## src/hw/rtl/dttf_pkg.sv

```systemverilog
`timescale 1ns / 1ps
// dttf_pkg: shared types, character codes and power-of-ten table for the decimal text parser
package dttf_pkg;

    localparam int MANT_W  = 60;
    localparam int VALUE_W = 48;

    localparam logic [VALUE_W-1:0] MAG_POS_MAX = {1'b0, {(VALUE_W-1){1'b1}}};
    localparam logic [VALUE_W-1:0] MAG_NEG_MAX = {1'b1, {(VALUE_W-1){1'b0}}};

    // character codes
    localparam logic [7:0] CH_ZERO  = 8'h30;
    localparam logic [7:0] CH_NINE  = 8'h39;
    localparam logic [7:0] CH_MINUS = 8'h2D;
    localparam logic [7:0] CH_PLUS  = 8'h2B;
    localparam logic [7:0] CH_DOT   = 8'h2E;
    localparam logic [7:0] CH_SPACE = 8'h20;
    localparam logic [7:0] CH_TAB   = 8'h09;
    localparam logic [7:0] CH_CR    = 8'h0D;

    typedef struct packed {
        logic [7:0] ch;
        logic       last;
    } char_t;

    typedef struct packed {
        logic signed [VALUE_W-1:0] value;
        logic                      saturated;
        logic                      had_digits;
    } result_t;

    typedef enum logic [2:0] {
        PH_SPACE,
        PH_ZEROS,
        PH_INT,
        PH_FRAC,
        PH_DONE
    } phase_t;

    typedef enum logic [1:0] {
        ST_PARSE,
        ST_INIT,
        ST_DIV,
        ST_PUBLISH
    } ctl_state_t;

    // controller to datapath
    typedef struct packed {
        logic take_char;
        logic div_init;
        logic div_step;
        logic publish;
    } dp_cmd_t;

    // datapath to controller
    typedef struct packed {
        logic div_last;
        logic out_free;
    } dp_sts_t;

    // 10^n for n = 0..18, larger codes clamp to 10^18
    function automatic logic [MANT_W-1:0] pow10(input logic [4:0] n);
        logic [MANT_W-1:0] p;
        p = '0;
        case (n)
            5'd0:    p = 60'd1;
            5'd1:    p = 60'd10;
            5'd2:    p = 60'd100;
            5'd3:    p = 60'd1000;
            5'd4:    p = 60'd10000;
            5'd5:    p = 60'd100000;
            5'd6:    p = 60'd1000000;
            5'd7:    p = 60'd10000000;
            5'd8:    p = 60'd100000000;
            5'd9:    p = 60'd1000000000;
            5'd10:   p = 60'd10000000000;
            5'd11:   p = 60'd100000000000;
            5'd12:   p = 60'd1000000000000;
            5'd13:   p = 60'd10000000000000;
            5'd14:   p = 60'd100000000000000;
            5'd15:   p = 60'd1000000000000000;
            5'd16:   p = 60'd10000000000000000;
            5'd17:   p = 60'd100000000000000000;
            default: p = 60'd1000000000000000000;
        endcase
        return p;
    endfunction

endpackage

```

## src/hw/rtl/dttf_ctrl.sv

```systemverilog
`timescale 1ns / 1ps
// dttf_ctrl: sequencing of character intake, scaling divide and result hand-off
module dttf_ctrl (
    input  logic                clk,
    input  logic                rst_n,
    input  logic                char_valid,
    input  logic                char_last,
    output logic                char_ready,
    output dttf_pkg::dp_cmd_t   cmd,
    input  dttf_pkg::dp_sts_t   sts
);

    dttf_pkg::ctl_state_t state_reg;
    dttf_pkg::ctl_state_t state_next;

    always_ff @(posedge clk or negedge rst_n)
    begin
        if (!rst_n)
        begin
            state_reg <= dttf_pkg::ST_PARSE;
        end
        else
        begin
            state_reg <= state_next;
        end
    end

    always_comb
    begin
        state_next = state_reg;
        case (state_reg)
            dttf_pkg::ST_PARSE:
            begin
                if (char_valid && char_last)
                begin
                    state_next = dttf_pkg::ST_INIT;
                end
            end
            dttf_pkg::ST_INIT:
            begin
                state_next = dttf_pkg::ST_DIV;
            end
            dttf_pkg::ST_DIV:
            begin
                if (sts.div_last)
                begin
                    state_next = dttf_pkg::ST_PUBLISH;
                end
            end
            dttf_pkg::ST_PUBLISH:
            begin
                if (sts.out_free)
                begin
                    state_next = dttf_pkg::ST_PARSE;
                end
            end
            default:
            begin
                state_next = dttf_pkg::ST_PARSE;
            end
        endcase
    end

    always_comb
    begin
        char_ready    = 1'b0;
        cmd.take_char = 1'b0;
        cmd.div_init  = 1'b0;
        cmd.div_step  = 1'b0;
        cmd.publish   = 1'b0;
        case (state_reg)
            dttf_pkg::ST_PARSE:
            begin
                char_ready    = 1'b1;
                cmd.take_char = char_valid;
            end
            dttf_pkg::ST_INIT:
            begin
                cmd.div_init = 1'b1;
            end
            dttf_pkg::ST_DIV:
            begin
                cmd.div_step = 1'b1;
            end
            dttf_pkg::ST_PUBLISH:
            begin
                cmd.publish = sts.out_free;
            end
            default:
            begin
                char_ready = 1'b0;
            end
        endcase
    end

endmodule

```

## src/hw/rtl/dttf_datapath.sv

```systemverilog
`timescale 1ns / 1ps
// dttf_datapath: parse state, mantissa accumulator, restoring divider and output register
module dttf_datapath #(
    parameter int MAX_DIGITS = 18,
    parameter int FRAC_BITS  = 16
) (
    input  logic                clk,
    input  logic                rst_n,
    input  dttf_pkg::char_t     char_data,
    input  dttf_pkg::dp_cmd_t   cmd,
    output dttf_pkg::dp_sts_t   sts,
    output logic                result_valid,
    input  logic                result_ready,
    output dttf_pkg::result_t   result_data
);

    localparam int MW        = dttf_pkg::MANT_W;
    localparam int VW        = dttf_pkg::VALUE_W;
    localparam int CNT_W     = $clog2(MAX_DIGITS + 1);
    localparam int DIV_STEPS = MW + FRAC_BITS;
    localparam int STEP_W    = $clog2(DIV_STEPS);

    function automatic logic is_digit(input logic [7:0] c);
        return (c >= dttf_pkg::CH_ZERO) && (c <= dttf_pkg::CH_NINE);
    endfunction

    function automatic logic is_space(input logic [7:0] c);
        return ((c >= dttf_pkg::CH_TAB) && (c <= dttf_pkg::CH_CR)) || (c == dttf_pkg::CH_SPACE);
    endfunction

    // parse state
    dttf_pkg::phase_t phase_reg, phase_next;
    logic             neg_reg, neg_next;
    logic [MW-1:0]    mant_reg, mant_next;
    logic [CNT_W-1:0] dig_cnt_reg, dig_cnt_next;
    logic [CNT_W-1:0] dec_cnt_reg, dec_cnt_next;
    logic             ovf_reg, ovf_next;
    logic             zero_seen_reg, zero_seen_next;

    // divider
    logic [MW-1:0]     dvd_reg, dvd_next;
    logic [MW-1:0]     div_reg, div_next;
    logic [MW-1:0]     rem_reg, rem_next;
    logic [VW-1:0]     quo_reg, quo_next;
    logic              big_reg, big_next;
    logic [STEP_W-1:0] step_reg, step_next;

    // output
    logic               out_valid_reg, out_valid_next;
    dttf_pkg::result_t  out_reg, out_next;

    logic          after_sign;
    logic          gather_int;
    logic          gather_frac;
    logic [7:0]    c;
    logic [MW:0]   rem_shift;
    logic          rem_ge;
    logic          rnd;
    logic [VW-1:0] mag_rnd;
    logic [VW-1:0] limit;
    logic [VW-1:0] mag;
    logic          sat;

    assign c = char_data.ch;

    // character intake
    always_comb
    begin
        phase_next     = phase_reg;
        neg_next       = neg_reg;
        mant_next      = mant_reg;
        dig_cnt_next   = dig_cnt_reg;
        dec_cnt_next   = dec_cnt_reg;
        ovf_next       = ovf_reg;
        zero_seen_next = zero_seen_reg;
        after_sign     = 1'b0;
        gather_int     = 1'b0;
        gather_frac    = 1'b0;
        if (cmd.publish)
        begin
            phase_next     = dttf_pkg::PH_SPACE;
            neg_next       = 1'b0;
            mant_next      = '0;
            dig_cnt_next   = '0;
            dec_cnt_next   = '0;
            ovf_next       = 1'b0;
            zero_seen_next = 1'b0;
        end
        else if (cmd.take_char)
        begin
            case (phase_reg)
                dttf_pkg::PH_SPACE:
                begin
                    if (!is_space(c))
                    begin
                        if ((c == dttf_pkg::CH_MINUS) || (c == dttf_pkg::CH_PLUS))
                        begin
                            neg_next   = (c == dttf_pkg::CH_MINUS);
                            phase_next = dttf_pkg::PH_ZEROS;
                        end
                        else
                        begin
                            after_sign = 1'b1;
                        end
                    end
                end
                dttf_pkg::PH_ZEROS:
                begin
                    after_sign = 1'b1;
                end
                dttf_pkg::PH_INT:
                begin
                    if (is_digit(c))
                    begin
                        gather_int = 1'b1;
                    end
                    else if (c == dttf_pkg::CH_DOT)
                    begin
                        phase_next = dttf_pkg::PH_FRAC;
                    end
                    else
                    begin
                        phase_next = dttf_pkg::PH_DONE;
                    end
                end
                dttf_pkg::PH_FRAC:
                begin
                    if (is_digit(c))
                    begin
                        gather_frac = 1'b1;
                    end
                    else
                    begin
                        phase_next = dttf_pkg::PH_DONE;
                    end
                end
                default:
                begin
                    phase_next = dttf_pkg::PH_DONE;
                end
            endcase

            if (after_sign)
            begin
                if (c == dttf_pkg::CH_ZERO)
                begin
                    zero_seen_next = 1'b1;
                    phase_next     = dttf_pkg::PH_ZEROS;
                end
                else if (is_digit(c))
                begin
                    gather_int = 1'b1;
                    phase_next = dttf_pkg::PH_INT;
                end
                else if (c == dttf_pkg::CH_DOT)
                begin
                    phase_next = dttf_pkg::PH_FRAC;
                end
                else
                begin
                    phase_next = dttf_pkg::PH_DONE;
                end
            end

            if (gather_int || gather_frac)
            begin
                if (dig_cnt_reg < CNT_W'(MAX_DIGITS))
                begin
                    // mantissa * 10 + digit
                    mant_next    = (mant_reg << 3) + (mant_reg << 1)
                                   + MW'(c - dttf_pkg::CH_ZERO);
                    dig_cnt_next = dig_cnt_reg + 1'b1;
                    if (gather_frac)
                    begin
                        dec_cnt_next = dec_cnt_reg + 1'b1;
                    end
                end
                else if (gather_int)
                begin
                    ovf_next = 1'b1;
                end
            end
        end
    end

    // restoring divide of mantissa * 2^FRAC_BITS by 10^decimal_count, one bit per step
    assign rem_shift = {rem_reg, dvd_reg[MW-1]};
    assign rem_ge    = (rem_shift >= {1'b0, div_reg});

    always_comb
    begin
        dvd_next  = dvd_reg;
        div_next  = div_reg;
        rem_next  = rem_reg;
        quo_next  = quo_reg;
        big_next  = big_reg;
        step_next = step_reg;
        if (cmd.div_init)
        begin
            dvd_next  = mant_reg;
            div_next  = dttf_pkg::pow10(5'(dec_cnt_reg));
            rem_next  = '0;
            quo_next  = '0;
            big_next  = 1'b0;
            step_next = '0;
        end
        else if (cmd.div_step)
        begin
            dvd_next  = dvd_reg << 1;
            rem_next  = rem_ge ? MW'(rem_shift - {1'b0, div_reg}) : MW'(rem_shift);
            quo_next  = {quo_reg[VW-2:0], rem_ge};
            big_next  = big_reg | quo_reg[VW-1];
            step_next = step_reg + 1'b1;
        end
    end

    assign sts.div_last = (step_reg == STEP_W'(DIV_STEPS - 1));
    assign sts.out_free = !out_valid_reg || result_ready;

    // rounding, clamping and sign
    assign rnd     = ({rem_reg, 1'b0} >= {1'b0, div_reg});
    assign mag_rnd = quo_reg + VW'(rnd);
    assign limit   = neg_reg ? dttf_pkg::MAG_NEG_MAX : dttf_pkg::MAG_POS_MAX;

    always_comb
    begin
        if (dig_cnt_reg == '0)
        begin
            sat = 1'b0;
            mag = '0;
        end
        else
        begin
            sat = ovf_reg || big_reg || quo_reg[VW-1] || (mag_rnd > limit);
            mag = sat ? limit : mag_rnd;
        end
    end

    always_comb
    begin
        out_next       = out_reg;
        out_valid_next = out_valid_reg;
        if (cmd.publish)
        begin
            out_next.value      = neg_reg ? -mag : mag;
            out_next.saturated  = sat;
            out_next.had_digits = (dig_cnt_reg != '0) || zero_seen_reg;
            out_valid_next      = 1'b1;
        end
        else if (result_ready)
        begin
            out_valid_next = 1'b0;
        end
    end

    always_ff @(posedge clk or negedge rst_n)
    begin
        if (!rst_n)
        begin
            phase_reg     <= dttf_pkg::PH_SPACE;
            neg_reg       <= 1'b0;
            mant_reg      <= '0;
            dig_cnt_reg   <= '0;
            dec_cnt_reg   <= '0;
            ovf_reg       <= 1'b0;
            zero_seen_reg <= 1'b0;
            step_reg      <= '0;
            out_valid_reg <= 1'b0;
        end
        else
        begin
            phase_reg     <= phase_next;
            neg_reg       <= neg_next;
            mant_reg      <= mant_next;
            dig_cnt_reg   <= dig_cnt_next;
            dec_cnt_reg   <= dec_cnt_next;
            ovf_reg       <= ovf_next;
            zero_seen_reg <= zero_seen_next;
            step_reg      <= step_next;
            out_valid_reg <= out_valid_next;
        end
    end

    always_ff @(posedge clk)
    begin
        dvd_reg <= dvd_next;
        div_reg <= div_next;
        rem_reg <= rem_next;
        quo_reg <= quo_next;
        big_reg <= big_next;
        out_reg <= out_next;
    end

    assign result_valid = out_valid_reg;
    assign result_data  = out_reg;

endmodule

```

## src/hw/rtl/decimal_text_to_fixed.sv

```systemverilog
`timescale 1ns / 1ps
// decimal_text_to_fixed: streaming decimal string parser giving signed fixed point
//
//  channel  | signals                                  | request
//  ---------+------------------------------------------+---------------------------------
//  char     | char_valid, char_ready, char_data        | one character, last flag on end
//  result   | result_valid, result_ready, result_data  | value, saturated, had_digits
//
// characters that are not last are taken back to back while char_ready is high
// a last character goes through intake, divider load, one restoring divide step per quotient
//   bit, then rounding and hand-off
// the result sits in an output register; parsing of the next string starts while it waits
// char_ready is low from divider load through hand-off; hand-off waits for a free output
// rst_n is asynchronous and returns the parser to whitespace skipping with no result pending
module decimal_text_to_fixed #(
    parameter int MAX_DIGITS = 18,
    parameter int FRAC_BITS  = 16
) (
    input  logic               clk,
    input  logic               rst_n,
    input  logic               char_valid,
    output logic               char_ready,
    input  dttf_pkg::char_t    char_data,
    output logic               result_valid,
    input  logic               result_ready,
    output dttf_pkg::result_t  result_data
);

    // command and status between sequencer and datapath
    dttf_pkg::dp_cmd_t cmd;
    dttf_pkg::dp_sts_t sts;

    // sequencer: parse, load divider, divide, publish
    dttf_ctrl u_ctrl (
        .clk        (clk),
        .rst_n      (rst_n),
        .char_valid (char_valid),
        .char_last  (char_data.last),
        .char_ready (char_ready),
        .cmd        (cmd),
        .sts        (sts)
    );

    // parse registers, mantissa, divider and output register
    dttf_datapath #(
        .MAX_DIGITS (MAX_DIGITS),
        .FRAC_BITS  (FRAC_BITS)
    ) u_datapath (
        .clk          (clk),
        .rst_n        (rst_n),
        .char_data    (char_data),
        .cmd          (cmd),
        .sts          (sts),
        .result_valid (result_valid),
        .result_ready (result_ready),
        .result_data  (result_data)
    );

endmodule

```

## config.mk

```make
export PLATFORM = sky130hd
export DESIGN_NAME = decimal_text_to_fixed
export DESIGN_NICKNAME = d
export VERILOG_FILES = /design/src/hw/rtl/dttf_pkg.sv /design/src/hw/rtl/dttf_ctrl.sv /design/src/hw/rtl/dttf_datapath.sv /design/src/hw/rtl/decimal_text_to_fixed.sv
export SDC_FILE = /design/constraint.sdc
export NUM_CORES = 1
export LEC_CHECK = 0
export ABC_AREA = 1
export BUFFER_PORTS_ARGS = -buffer_cell sky130_fd_sc_hd__buf_4
export CORE_UTILIZATION = 25
export CTS_BUF_LIST = sky130_fd_sc_hd__clkbuf_16
export CTS_CLUSTER_SIZE = 40
export DETAILED_ROUTE_END_ITERATION = 16
export PLACE_DENSITY_LB_ADDON = 0.1
export SLEW_MARGIN = 0
export SYNTH_ARGS = -nofsm -noshare
export SYNTH_HDL_FRONTEND = slang
export SYNTH_SLANG_ARGS = --single-unit
```

## constraint.sdc

```tcl
create_clock -name clk -period 5 [get_ports clk]
set_clock_uncertainty 0.2 [all_clocks]
set_input_delay 0.5 -clock clk [delete_from_list [all_inputs] [get_ports clk]]
set_output_delay 0.5 -clock clk [all_outputs]
set_load 0.05 [all_outputs]
```

Word-level counts from Yosys, hierarchy flattened
Memories as Yosys holds them, arrays and structs flattened. A register that Yosys moved wholly into a read port is not among the register bits.
Cells that the tools add are included.
- bits in registers: 365
- ROM bits: 1792
- input bits: 13
- word-level logic and storage cells: 166
- memories kept: 1
- memory list (memory ; depth ; bits a word ; rd ports ; clocked after memory_dff ; write ports ; RTL line ; source):
    (no name shown) ; 32 ; 56 ; 1 ; 1 ; 0 ; dttf_pkg.sv:65 ; case (n)
- add/sub/neg operators: 9
- magnitude comparators: 8
- equal/unequal tests: 22
- mux-type cells: 73
- bitwise logic cells: 1
- reductions and logical operators: 34
- operators with widths (cell ; number):
    60-bit two-way mux ; 7
    48-bit two-way mux ; 4
    61-bit by 60-bit greater-or-equal comparator with 1-bit output ; 2
    60-bit adder ; 2
    60-bit subtractor ; 1
    48-bit by 1-bit adder with 48-bit output ; 1
    48-bit > comparator ; 1
    48-bit negator ; 1
    5-bit two-way mux ; 9
    8-bit by 6-bit equality test with 1-bit output, second input constant ; 5
    1-bit two-way mux ; 35
    3-bit two-way mux ; 10
    2-bit nonzero test ; 11
    7-bit two-way mux ; 2
    4-bit != test, second input constant ; 3
    3-bit case mux with 4 select lines ; 1
    4-bit AND reduction ; 3
    5-bit by 1-bit adder with 5-bit output, second input constant ; 2
    3-bit AND reduction ; 3
    8-bit by 6-bit subtractor with 9-bit output, second input constant ; 1
    8-bit by 4-bit greater-or-equal comparator with 1-bit output, second input constant ; 1
    8-bit by 6-bit greater-or-equal comparator with 1-bit output, second input constant ; 1
    8-bit by 4-bit <= comparator with 1-bit output, second input constant ; 1
    8-bit by 6-bit <= comparator with 1-bit output, second input constant ; 1
    23 further kinds ; 39

Depth between registers and ports, before layout
Gate-level depths: netlist of run 1.
- depth after elaboration: 15
- depth in mapped cells: 49
- gate-level depth less buffers: 47

By module
A second synthesis of run 1 with hierarchy kept.
- cells, all modules: 3700
- area total of the unflattened synthesis: 27460.1 µm²
- modules (own cells, without submodules) (module ; times used ; cells each ; area each (µm²) ; seq. area each (µm²)):
    dttf_datapath ; 1 ; 3671 ; 27246.1 ; 9118.7
    dttf_ctrl ; 1 ; 29 ; 214.0 ; 50.0

Least setup slack after synthesis of run 1
No wires, ideal clock.
- path type: input to register
- start point: input char_data[7] in the netlist's numbering
- end point: register u_datapath.mant_reg[43]
- data arrival time: 6339 ps
- data required time: 4674 ps
- slack: -1665 ps
- stages: 16
- path buffers: 0
- cell sequence: nor2_1 inv_1 nor2_1 fa_1 ha_1 a21oi_1 inv_1 a31oi_1 a21boi_0 o21ai_1 a21boi_0 o21ai_1 nand2_1 nand2_1 nor2_1 o22ai_1
- cells in the longest elaborated chain, start to end: 13
- ends and longest elaborated chain (what ; RTL line ; source):
    from (decl) ; decimal_text_to_fixed.sv:23 ; input dttf_pkg::char_t char_data,
    parallel branches: the longest is 13 deep, another holds 60-bit adder ; n/a ;
    to (signal assigned) ; dttf_datapath.sv:274 ; mant_reg <= mant_next;
    to (decl) ; dttf_datapath.sv:34 ; logic [MW-1:0] mant_reg, mant_next;
Several ways; the timed one is not identified. The select of a mux whose other input is x is not followed.
A chain may end at the register's enable or synchronous reset.

Worst setup path after layout of run 1
- start point: register u_datapath.div_reg[30]
- end point: register u_datapath.out_reg (netlist bit u_datapath.result_data[37]), data pin
- cells in the longest elaborated chain, start to end: 8
- ends and longest elaborated chain (what ; RTL line ; source):
    from (decl) ; dttf_datapath.sv:42 ; logic [MW-1:0] div_reg, div_next;
    61-bit by 60-bit greater-or-equal comparator with 1-bit output (*) ; dttf_datapath.sv:221 ; assign rnd = ({rem_reg, 1'b0} >= {1'b0, div_reg});
    48-bit by 1-bit adder with 48-bit output (*) ; dttf_datapath.sv:222 ; assign mag_rnd = quo_reg + VW'(rnd);
    48-bit > comparator ; dttf_datapath.sv:234 ; sat = ovf_reg || big_reg || quo_reg[VW-1] || (mag_rnd > limit);
    1-bit logical OR ; dttf_datapath.sv:234 ;
    48-bit two-way mux (*) ; dttf_datapath.sv:235 ; mag = sat ? limit : mag_rnd;
    48-bit two-way mux (*) ; dttf_datapath.sv:227 ; if (dig_cnt_reg == '0)
    48-bit negator ; dttf_datapath.sv:245 ; out_next.value = neg_reg ? -mag : mag;
    48-bit two-way mux (*) ; dttf_datapath.sv:245 ;
    to (signal assigned) ; dttf_datapath.sv:291 ; out_reg <= out_next;
    to (decl) ; dttf_datapath.sv:50 ; dttf_pkg::result_t out_reg, out_next;
Every way passes the cells marked *; elsewhere a longest branch is shown, timed or not.

==> impl_results.md, run 1 <==
- EDFF count, synth: 161
- Hold violation count in the final report: 0
- Crit path top cell by count: nand2_1
- Startpoint Class: flop
- Site row count: 122
- # port buffers: 64
- Pre-Repair DR Iteration Count: 7
- First-pass GRT wire length: 160000 um
- Number of global-route vias before repair: 26624
- Final RePlAce weighted congestion: 0.898
- Area delta synth->final: 35.0%
- Final slew viol count: 0
- RR Startpoint: u_datapath.div_reg[30]$_DFFE_PP_
- Total number of vias: 27166
- Longest Clk Path Bufs: 3
- Post-synthesis sequential area ratio: 32.9%
- DP HPWL: 81400 um
- Synth Area in Adders: 12.5%
- Hold_sp: char_valid
- Slew @ Worst Pin: 0.981 ns
- Max cap viols: 0
- Total clock buffers created by CTS: 49
- Clock latency on the worst-skew pair: 0.64 ns
- Total wire length: 103000 um
- Final WS setup: -1.12 ns
- Post-Syn Instances: 3808
- Core Region: 111000 sq um
- Post-Synth Simple-Gate Area: 24.3%
- GRT Util Overall: 18.3%
- Post-Place Cell Area: 34300 sq um
- Main combinational cell family by area after synthesis: simple AND/OR/NAND/NOR gates
- Crit Path Class: reg2reg
- Post-Syn Area: 27800 sq um
- Syn Area/Cell: 7.31 sq um
- CP required: 5.19 ns
- Clock transition at path regs: 0.06 ns
- Initial drt markers: 1887
- RSZ-0062 raised after global routing: yes
- Failing checks: setup timing
- CTS H-tree depth: 2
- Most common cell after layout, fill and taps aside: nand2_1
- Slew margin rel.: 34.1%
- Synth Area in XOR/XNOR: 4.72%
- Share of post-route cells with drive strength above 1: 23.6%
- Fin crit share: 122%
- Crit-path max FO: 6
- Root Driver: clkbuf_16
- Compound-Gate Fraction of Synth Area: 16.5%
- Final min period: 6.12 ns
- Total grt overflow: 0
- Status: finished with violations
- Leak Pwr: 19.1 nW
- CP startpoint: u_datapath.div_reg[30]$_DFFE_PP_
- Max Fclk: 163 MHz
- Drt wl/cell: 17.4 um
- Worst setup EP type: flop
- Distinct cells, synth: 61
- Detail Route Antenna Nets: 0
- Post-synthesis mux area share: 0%
- Final setup violation count: 49
- Fin Hold WS: 0.0959 ns
- Die area: 113000 sq um
- Die Ht: 336 um
- Critical Path Slowest Stage Cell: edfxtp_1
- DRC: 0
- Initial antenna violation count: 0
- CP peak stage delay: 0.35 ns
- Syn Nets: 4065
- Initial Utilization: 25.2%
- Sum Neg Setup Slack: -47.56 ns
- Worst min path class: in2reg
- Layout Utilization: 34.0%
- CTS tree: built
- Io pins: 65
- WP data arrival: 6.31 ns
- Ys async rst share: 24.2%
- Most frequent cells in the layout: 799 x nand2_1, 599 x buf_4, 522 x inv_1
- Syn. warnings: 0
- Vias per cell: 4.58
- Nets: 4657
- Pwr Density: 188 nW/um^2
- Main flop type after synthesis: edfxtp_1
- VDD IR-drop max: 0.000240 V
- Finished layout cell area: 37600 sq um
- Die Span X: 336 um
- CTS sink count: 356
- Number of synthesized register bits: 356
- Largest net degree at the start of global routing: 116
-- path summary, 6_finish.rpt --
path | endpoint | slack, ns | cells past startpoint
worst min-delay path | u_datapath.neg_reg$_DFFE_PN0P_ | 0.1 | 5
worst max register to register | u_datapath.result_data[37]$_DFFE_PP_ | -1.12 | 43
worst min register to register | u_datapath.mant_reg[59]$_DFFE_PN0P_ | 0.28 | 2
min in group asynchronous | u_datapath.step_reg[3]$_DFFE_PN0P_ | 0.24 | 2
max in group asynchronous | u_datapath.mant_reg[33]$_DFFE_PN0P_ | 3.28 | 3
worst max-delay path | u_datapath.result_data[37]$_DFFE_PP_ | -1.12 | 43
-- where the power goes --
part           leakage (nW)  total [W]              switching, W  internal [W]
registers              3.31    0.00303  0.0000000000000000000228       0.00303
logic                  15.0   0.000612                  0.000398      0.000215
clock network         0.789    0.00344                   0.00152       0.00192
total                  19.1    0.00708                   0.00191       0.00516
-- logic make-up (layout without fill, tap and decap cells) --
group | Yosys count | count (layout)
compound gates | 811 | 811
simple gates | 1604 | 1607
other cells | 0 | 1
xor+xnor | 150 | 150
fa+ha+maj | 244 | 244
flops | 356 | 356
buf+inv | 643 | 1272
-- per-stage QoR --
step                      power [W]  setup WS [ns]  instances
after floorplan             0.00348         -0.217       3808
after global placement      0.00370          -1.95       5787
final                       0.00708          -1.12       5929
after global routing        0.00741          -1.52       5928
after detailed placement    0.00369          -1.92       5787
after CTS                   0.00723          -1.18       5906
-- critical path, delay by kind of cell, from the launching register on --
kind,cells,cell delay [ns]
simple gates,23,2.17
buf+inv,10,1.17
fa+ha+maj,4,0.89
compound gates,5,0.87
flops,1,0.35
xor+xnor,1,0.20
-- synth_stat cells (38+ instances only) --
cell type | number | share of area, %
inv_1 | 531 | 7.2
edfxtp_1 | 161 | 17
xnor2_1 | 60 | 1.9
ha_1 | 186 | 8.4
dfxtp_1 | 109 | 7.8
nor2_1 | 404 | 5.4
a21oi_1 | 254 | 4.6
o22ai_1 | 59 | 1.3
clkbuf_1 | 57 | 0.77
nand2_1 | 868 | 12
o21ai_0 | 288 | 5.2
nand4_1 | 38 | 0.85
dfrtp_1 | 86 | 7.7
fa_1 | 58 | 4.2
nand3_1 | 167 | 3.0
a31oi_1 | 48 | 1.1
xor2_1 | 90 | 2.8
nor3_1 | 38 | 0.68
-- area by class of cell --
class,count,area (sq um)
fillers,12002,72900
multi-input cells,2812,17900
flip-flops and latches,356,9170
repair buffers,636,5090
inverters,545,2060
well taps,1488,1860
clock buffers,50,1250
clock inverters,41,287
diodes,1,2.50
-- what timing repair did --
item                       4_1_cts  5_1_grt
setup endpoints to repair       49       49
gates resized for setup        153      150
pin swaps                       54       84
hold endpoints to repair        54        0
gates cloned                     4        4
buffers inserted                20       19
hold buffers                     4        0
-- layer usage --
metal,vias to the layer above,routed length [um],GRT usage (%),share of wire (%)
li1,13854,-,-,-
met1,12782,56600,29.3,55
met2,441,40100,25.2,39
met3,89,4890,2.77,4.7
met4,0,1620,3.70,1.6
met5,-,0,0,0
(Power assumes the default switching activity.)
==> inputs of run 2 (changes only) <==
==> constraint.sdc (replaced) <==
create_clock -name clk -period 7.51 [get_ports clk]
set_clock_uncertainty 0.2 [all_clocks]
set_input_delay 0.751 -clock clk [delete_from_list [all_inputs] [get_ports clk]]
set_output_delay 0.751 -clock clk [all_outputs]
set_load 0.05 [all_outputs]
==> run 2 against run 1 <==
Net effect: the run now ends clean; hold slack improved by 0.11 ns; die area is the same; final area fell by 16%; utilization shrank 5.3 points; final cell count is 9.1% lower; clock-buffer cell count is the same; combinational power fell by 36%; critical endpoint is now u_datapath.result_data[39]$_DFFE_PP_; setup slack improved by 1.7 ns; via count fell by 8.1%; largest power group unchanged.
==> impl_results.md, run 2 (synthesis results as in run 1) <==
- Initial antenna violation count: 1
- Clk pwr share: 50.2%
- Max cap viols: 0
- Leak Pwr: 16.1 nW
- RSZ-0062 raised after global routing: no
- GRT Util Overall: 16.9%
- Final WS setup: 0.591 ns
- Die Ht: 336 um
- CP required: 7.70 ns
- Worst hold endpoint: u_datapath.mant_reg[0]$_DFFE_PN0P_
- Final min period: 6.92 ns
- Root Driver: clkbuf_16
- Share of power burned in combinational logic: 8.1%
- Vias per cell: 4.63
- FF-to-FF setup slack: 0.59 ns
- Drt wl/cell: 17.6 um
- Met3 Routed Length: 3710 um
- Nets: 4115
- Final RePlAce weighted congestion: 0.862
- Longest Clk Path Bufs: 3
- Clock latency on the worst-skew pair: 0.67 ns
- First-pass GRT wire length: 148000 um
- RR Startpoint: u_datapath.div_reg[58]$_SDFFCE_PN0P_
- Startpoint Class: flop
- Worst setup EP type: flop
- Sum Neg Setup Slack: 0 ns
- Worst min path class: in2reg
- Initial Utilization: 25.2%
- CTS H-tree depth: 2
- Slew margin rel.: 23.9%
- WP data arrival: 7.11 ns
- Post-Place Cell Area: 30000 sq um
- Most frequent cells in the layout: 867 x nand2_1, 534 x inv_1, 401 x nor2_1
- Final cell count without fillers: 5388
- Final slew viol count: 0
- Finished layout cell area: 31700 sq um
- Top layer in use: met4
- Critical Path Slowest Stage Cell: ha_1
- Flop pwr share: 41.6%
- CTS tree: built
- Buf/Inv on CP: 6
- Slew @ Worst Pin: 1.13 ns
- Pre-CTS setup slack: 0.264 ns
- Max Fclk: 145 MHz
- Pre-Repair DR Iteration Count: 5
- CP peak stage delay: 0.36 ns
- Met1 WL: 51500 um
- Family with the most delay on the worst path: simple AND/OR/NAND/NOR gates
- DP HPWL: 74400 um
- Sw frac: 26.8%
- # port buffers: 64
- Detail Route Antenna Nets: 0
- Total grt overflow: 0
- Area delta synth->final: 14.0%
- Total wire length: 95000 um
- Site row count: 122
- P_int: 0.00354 W
- VDD IR-drop max: 0.000150 V
- Total clock buffers created by CTS: 49
- CTS sink count: 356
- Die area: 113000 sq um
- Total number of vias: 24953
- R2R depth: 37
- Final setup violation count: 0
- DRC: 0
- Largest net degree at the start of global routing: 125
- NetSw: 0.00130 W
- Io pins: 65
- Initial drt markers: 1804
- Number of global-route vias before repair: 24486
- Status: finished clean
- Wire length on met2: 38100 um
- Hold violation count in the final report: 0
- Hold_sp: char_data[1]
- Crit-path max FO: 35
- Crit path top cell by count: nand2_1
- Core Region: 111000 sq um
- Die Span X: 336 um
- Fin crit share: 92.1%
- Share of post-route cells with drive strength above 1: 6.85%
- Cells after DPL: 5289
- RR Endpoint: u_datapath.result_data[39]$_DFFE_PP_
- Clock transition at path regs: 0.06 ns
- Crit Path Class: reg2reg
- Most common cell after layout, fill and taps aside: nand2_1
- Pwr Density: 153 nW/um^2
- Fill count: 12273
- Hold Path Stages: 3
- Total power after layout: 0.00484 W
-- run 2: layout make-up --
| cell class | instances | area [sq um] | area share, % |
|---|---|---|---|
| Timing Repair Buffer | 96 | 736 | 2.32 |
| Clock inverter | 42 | 397 | 1.25 |
| Antenna cell | 1 | 2.50 | 0.00789 |
| Multi-Input combinational cell | 2810 | 16200 | 51.2 |
| Tap cell | 1488 | 1860 | 5.87 |
| Clock buffer | 50 | 1250 | 3.94 |
| Inverter | 545 | 2050 | 6.47 |
| Sequential cell | 356 | 9170 | 28.9 |
-- run 2: repair_timing --
item | in CTS | in global routing
setup buffers | 0 | 4
hold endpoints to repair | 26 | 0
endpoints found under the setup margin | 0 | 33
gates resized for setup | 0 | 9
hold buffers | 1 | 0
-- run 2: power groups by stage --
stage	logic (W)	clock network, W	registers, W
3_5_place_dp	0.000393	0	0.00205
2_1_floorplan	0.000263	0	0.00206
3_3_place_gp	0.000396	0	0.00205
6_report	0.000394	0.00243	0.00202
4_1_cts	0.000396	0.00253	0.00201
5_1_grt	0.000444	0.00259	0.00201
-- run 2: worst max-delay path by stage --
stage	start	endpoint	slack [ns]	cells after the start
2_1_floorplan	char_data[7]	u_datapath.mant_reg[43]$_DFFE_PN0P_	0.59	16
3_3_place_gp	u_datapath.div_reg[2]$_SDFFCE_PP0P_	u_datapath.result_data[30]$_DFFE_PP_	0.32	37
3_5_place_dp	u_datapath.div_reg[2]$_SDFFCE_PP0P_	u_datapath.result_data[30]$_DFFE_PP_	0.26	37
4_1_cts	u_datapath.div_reg[2]$_SDFFCE_PP0P_	u_datapath.result_data[42]$_DFFE_PP_	0.29	38
5_1_grt	u_datapath.div_reg[58]$_SDFFCE_PN0P_	u_datapath.result_data[39]$_DFFE_PP_	0.009	40
6_report	u_datapath.div_reg[58]$_SDFFCE_PN0P_	u_datapath.result_data[39]$_DFFE_PP_	0.59	37
-- run 2: tightest hold or removal path: cells and delay by family --
kind	cells	cell delay, ns
buf+inv	2	0.20
compound gates	1	0.08
-- run 2: per-layer routing --
| layer | track usage [%] | up-vias |
|---|---|---|
| met2 | 24.3 | 386 |
| met5 | 0 | - |
| li1 | - | 12742 |
| met4 | 3.88 | 0 |
| met3 | 2.17 | 79 |
| met1 | 26.2 | 11746 |
-- run 2: per-stage QoR --
step / hold slack [ns] / utilization [%]
after floorplan: 0.223 / -
after global placement: 0.275 / 27.1
after detailed placement: 0.278 / 27.1
after CTS: 0.158 / 28.6
after global routing: 0.192 / 28.7
final: 0.205 / 28.7
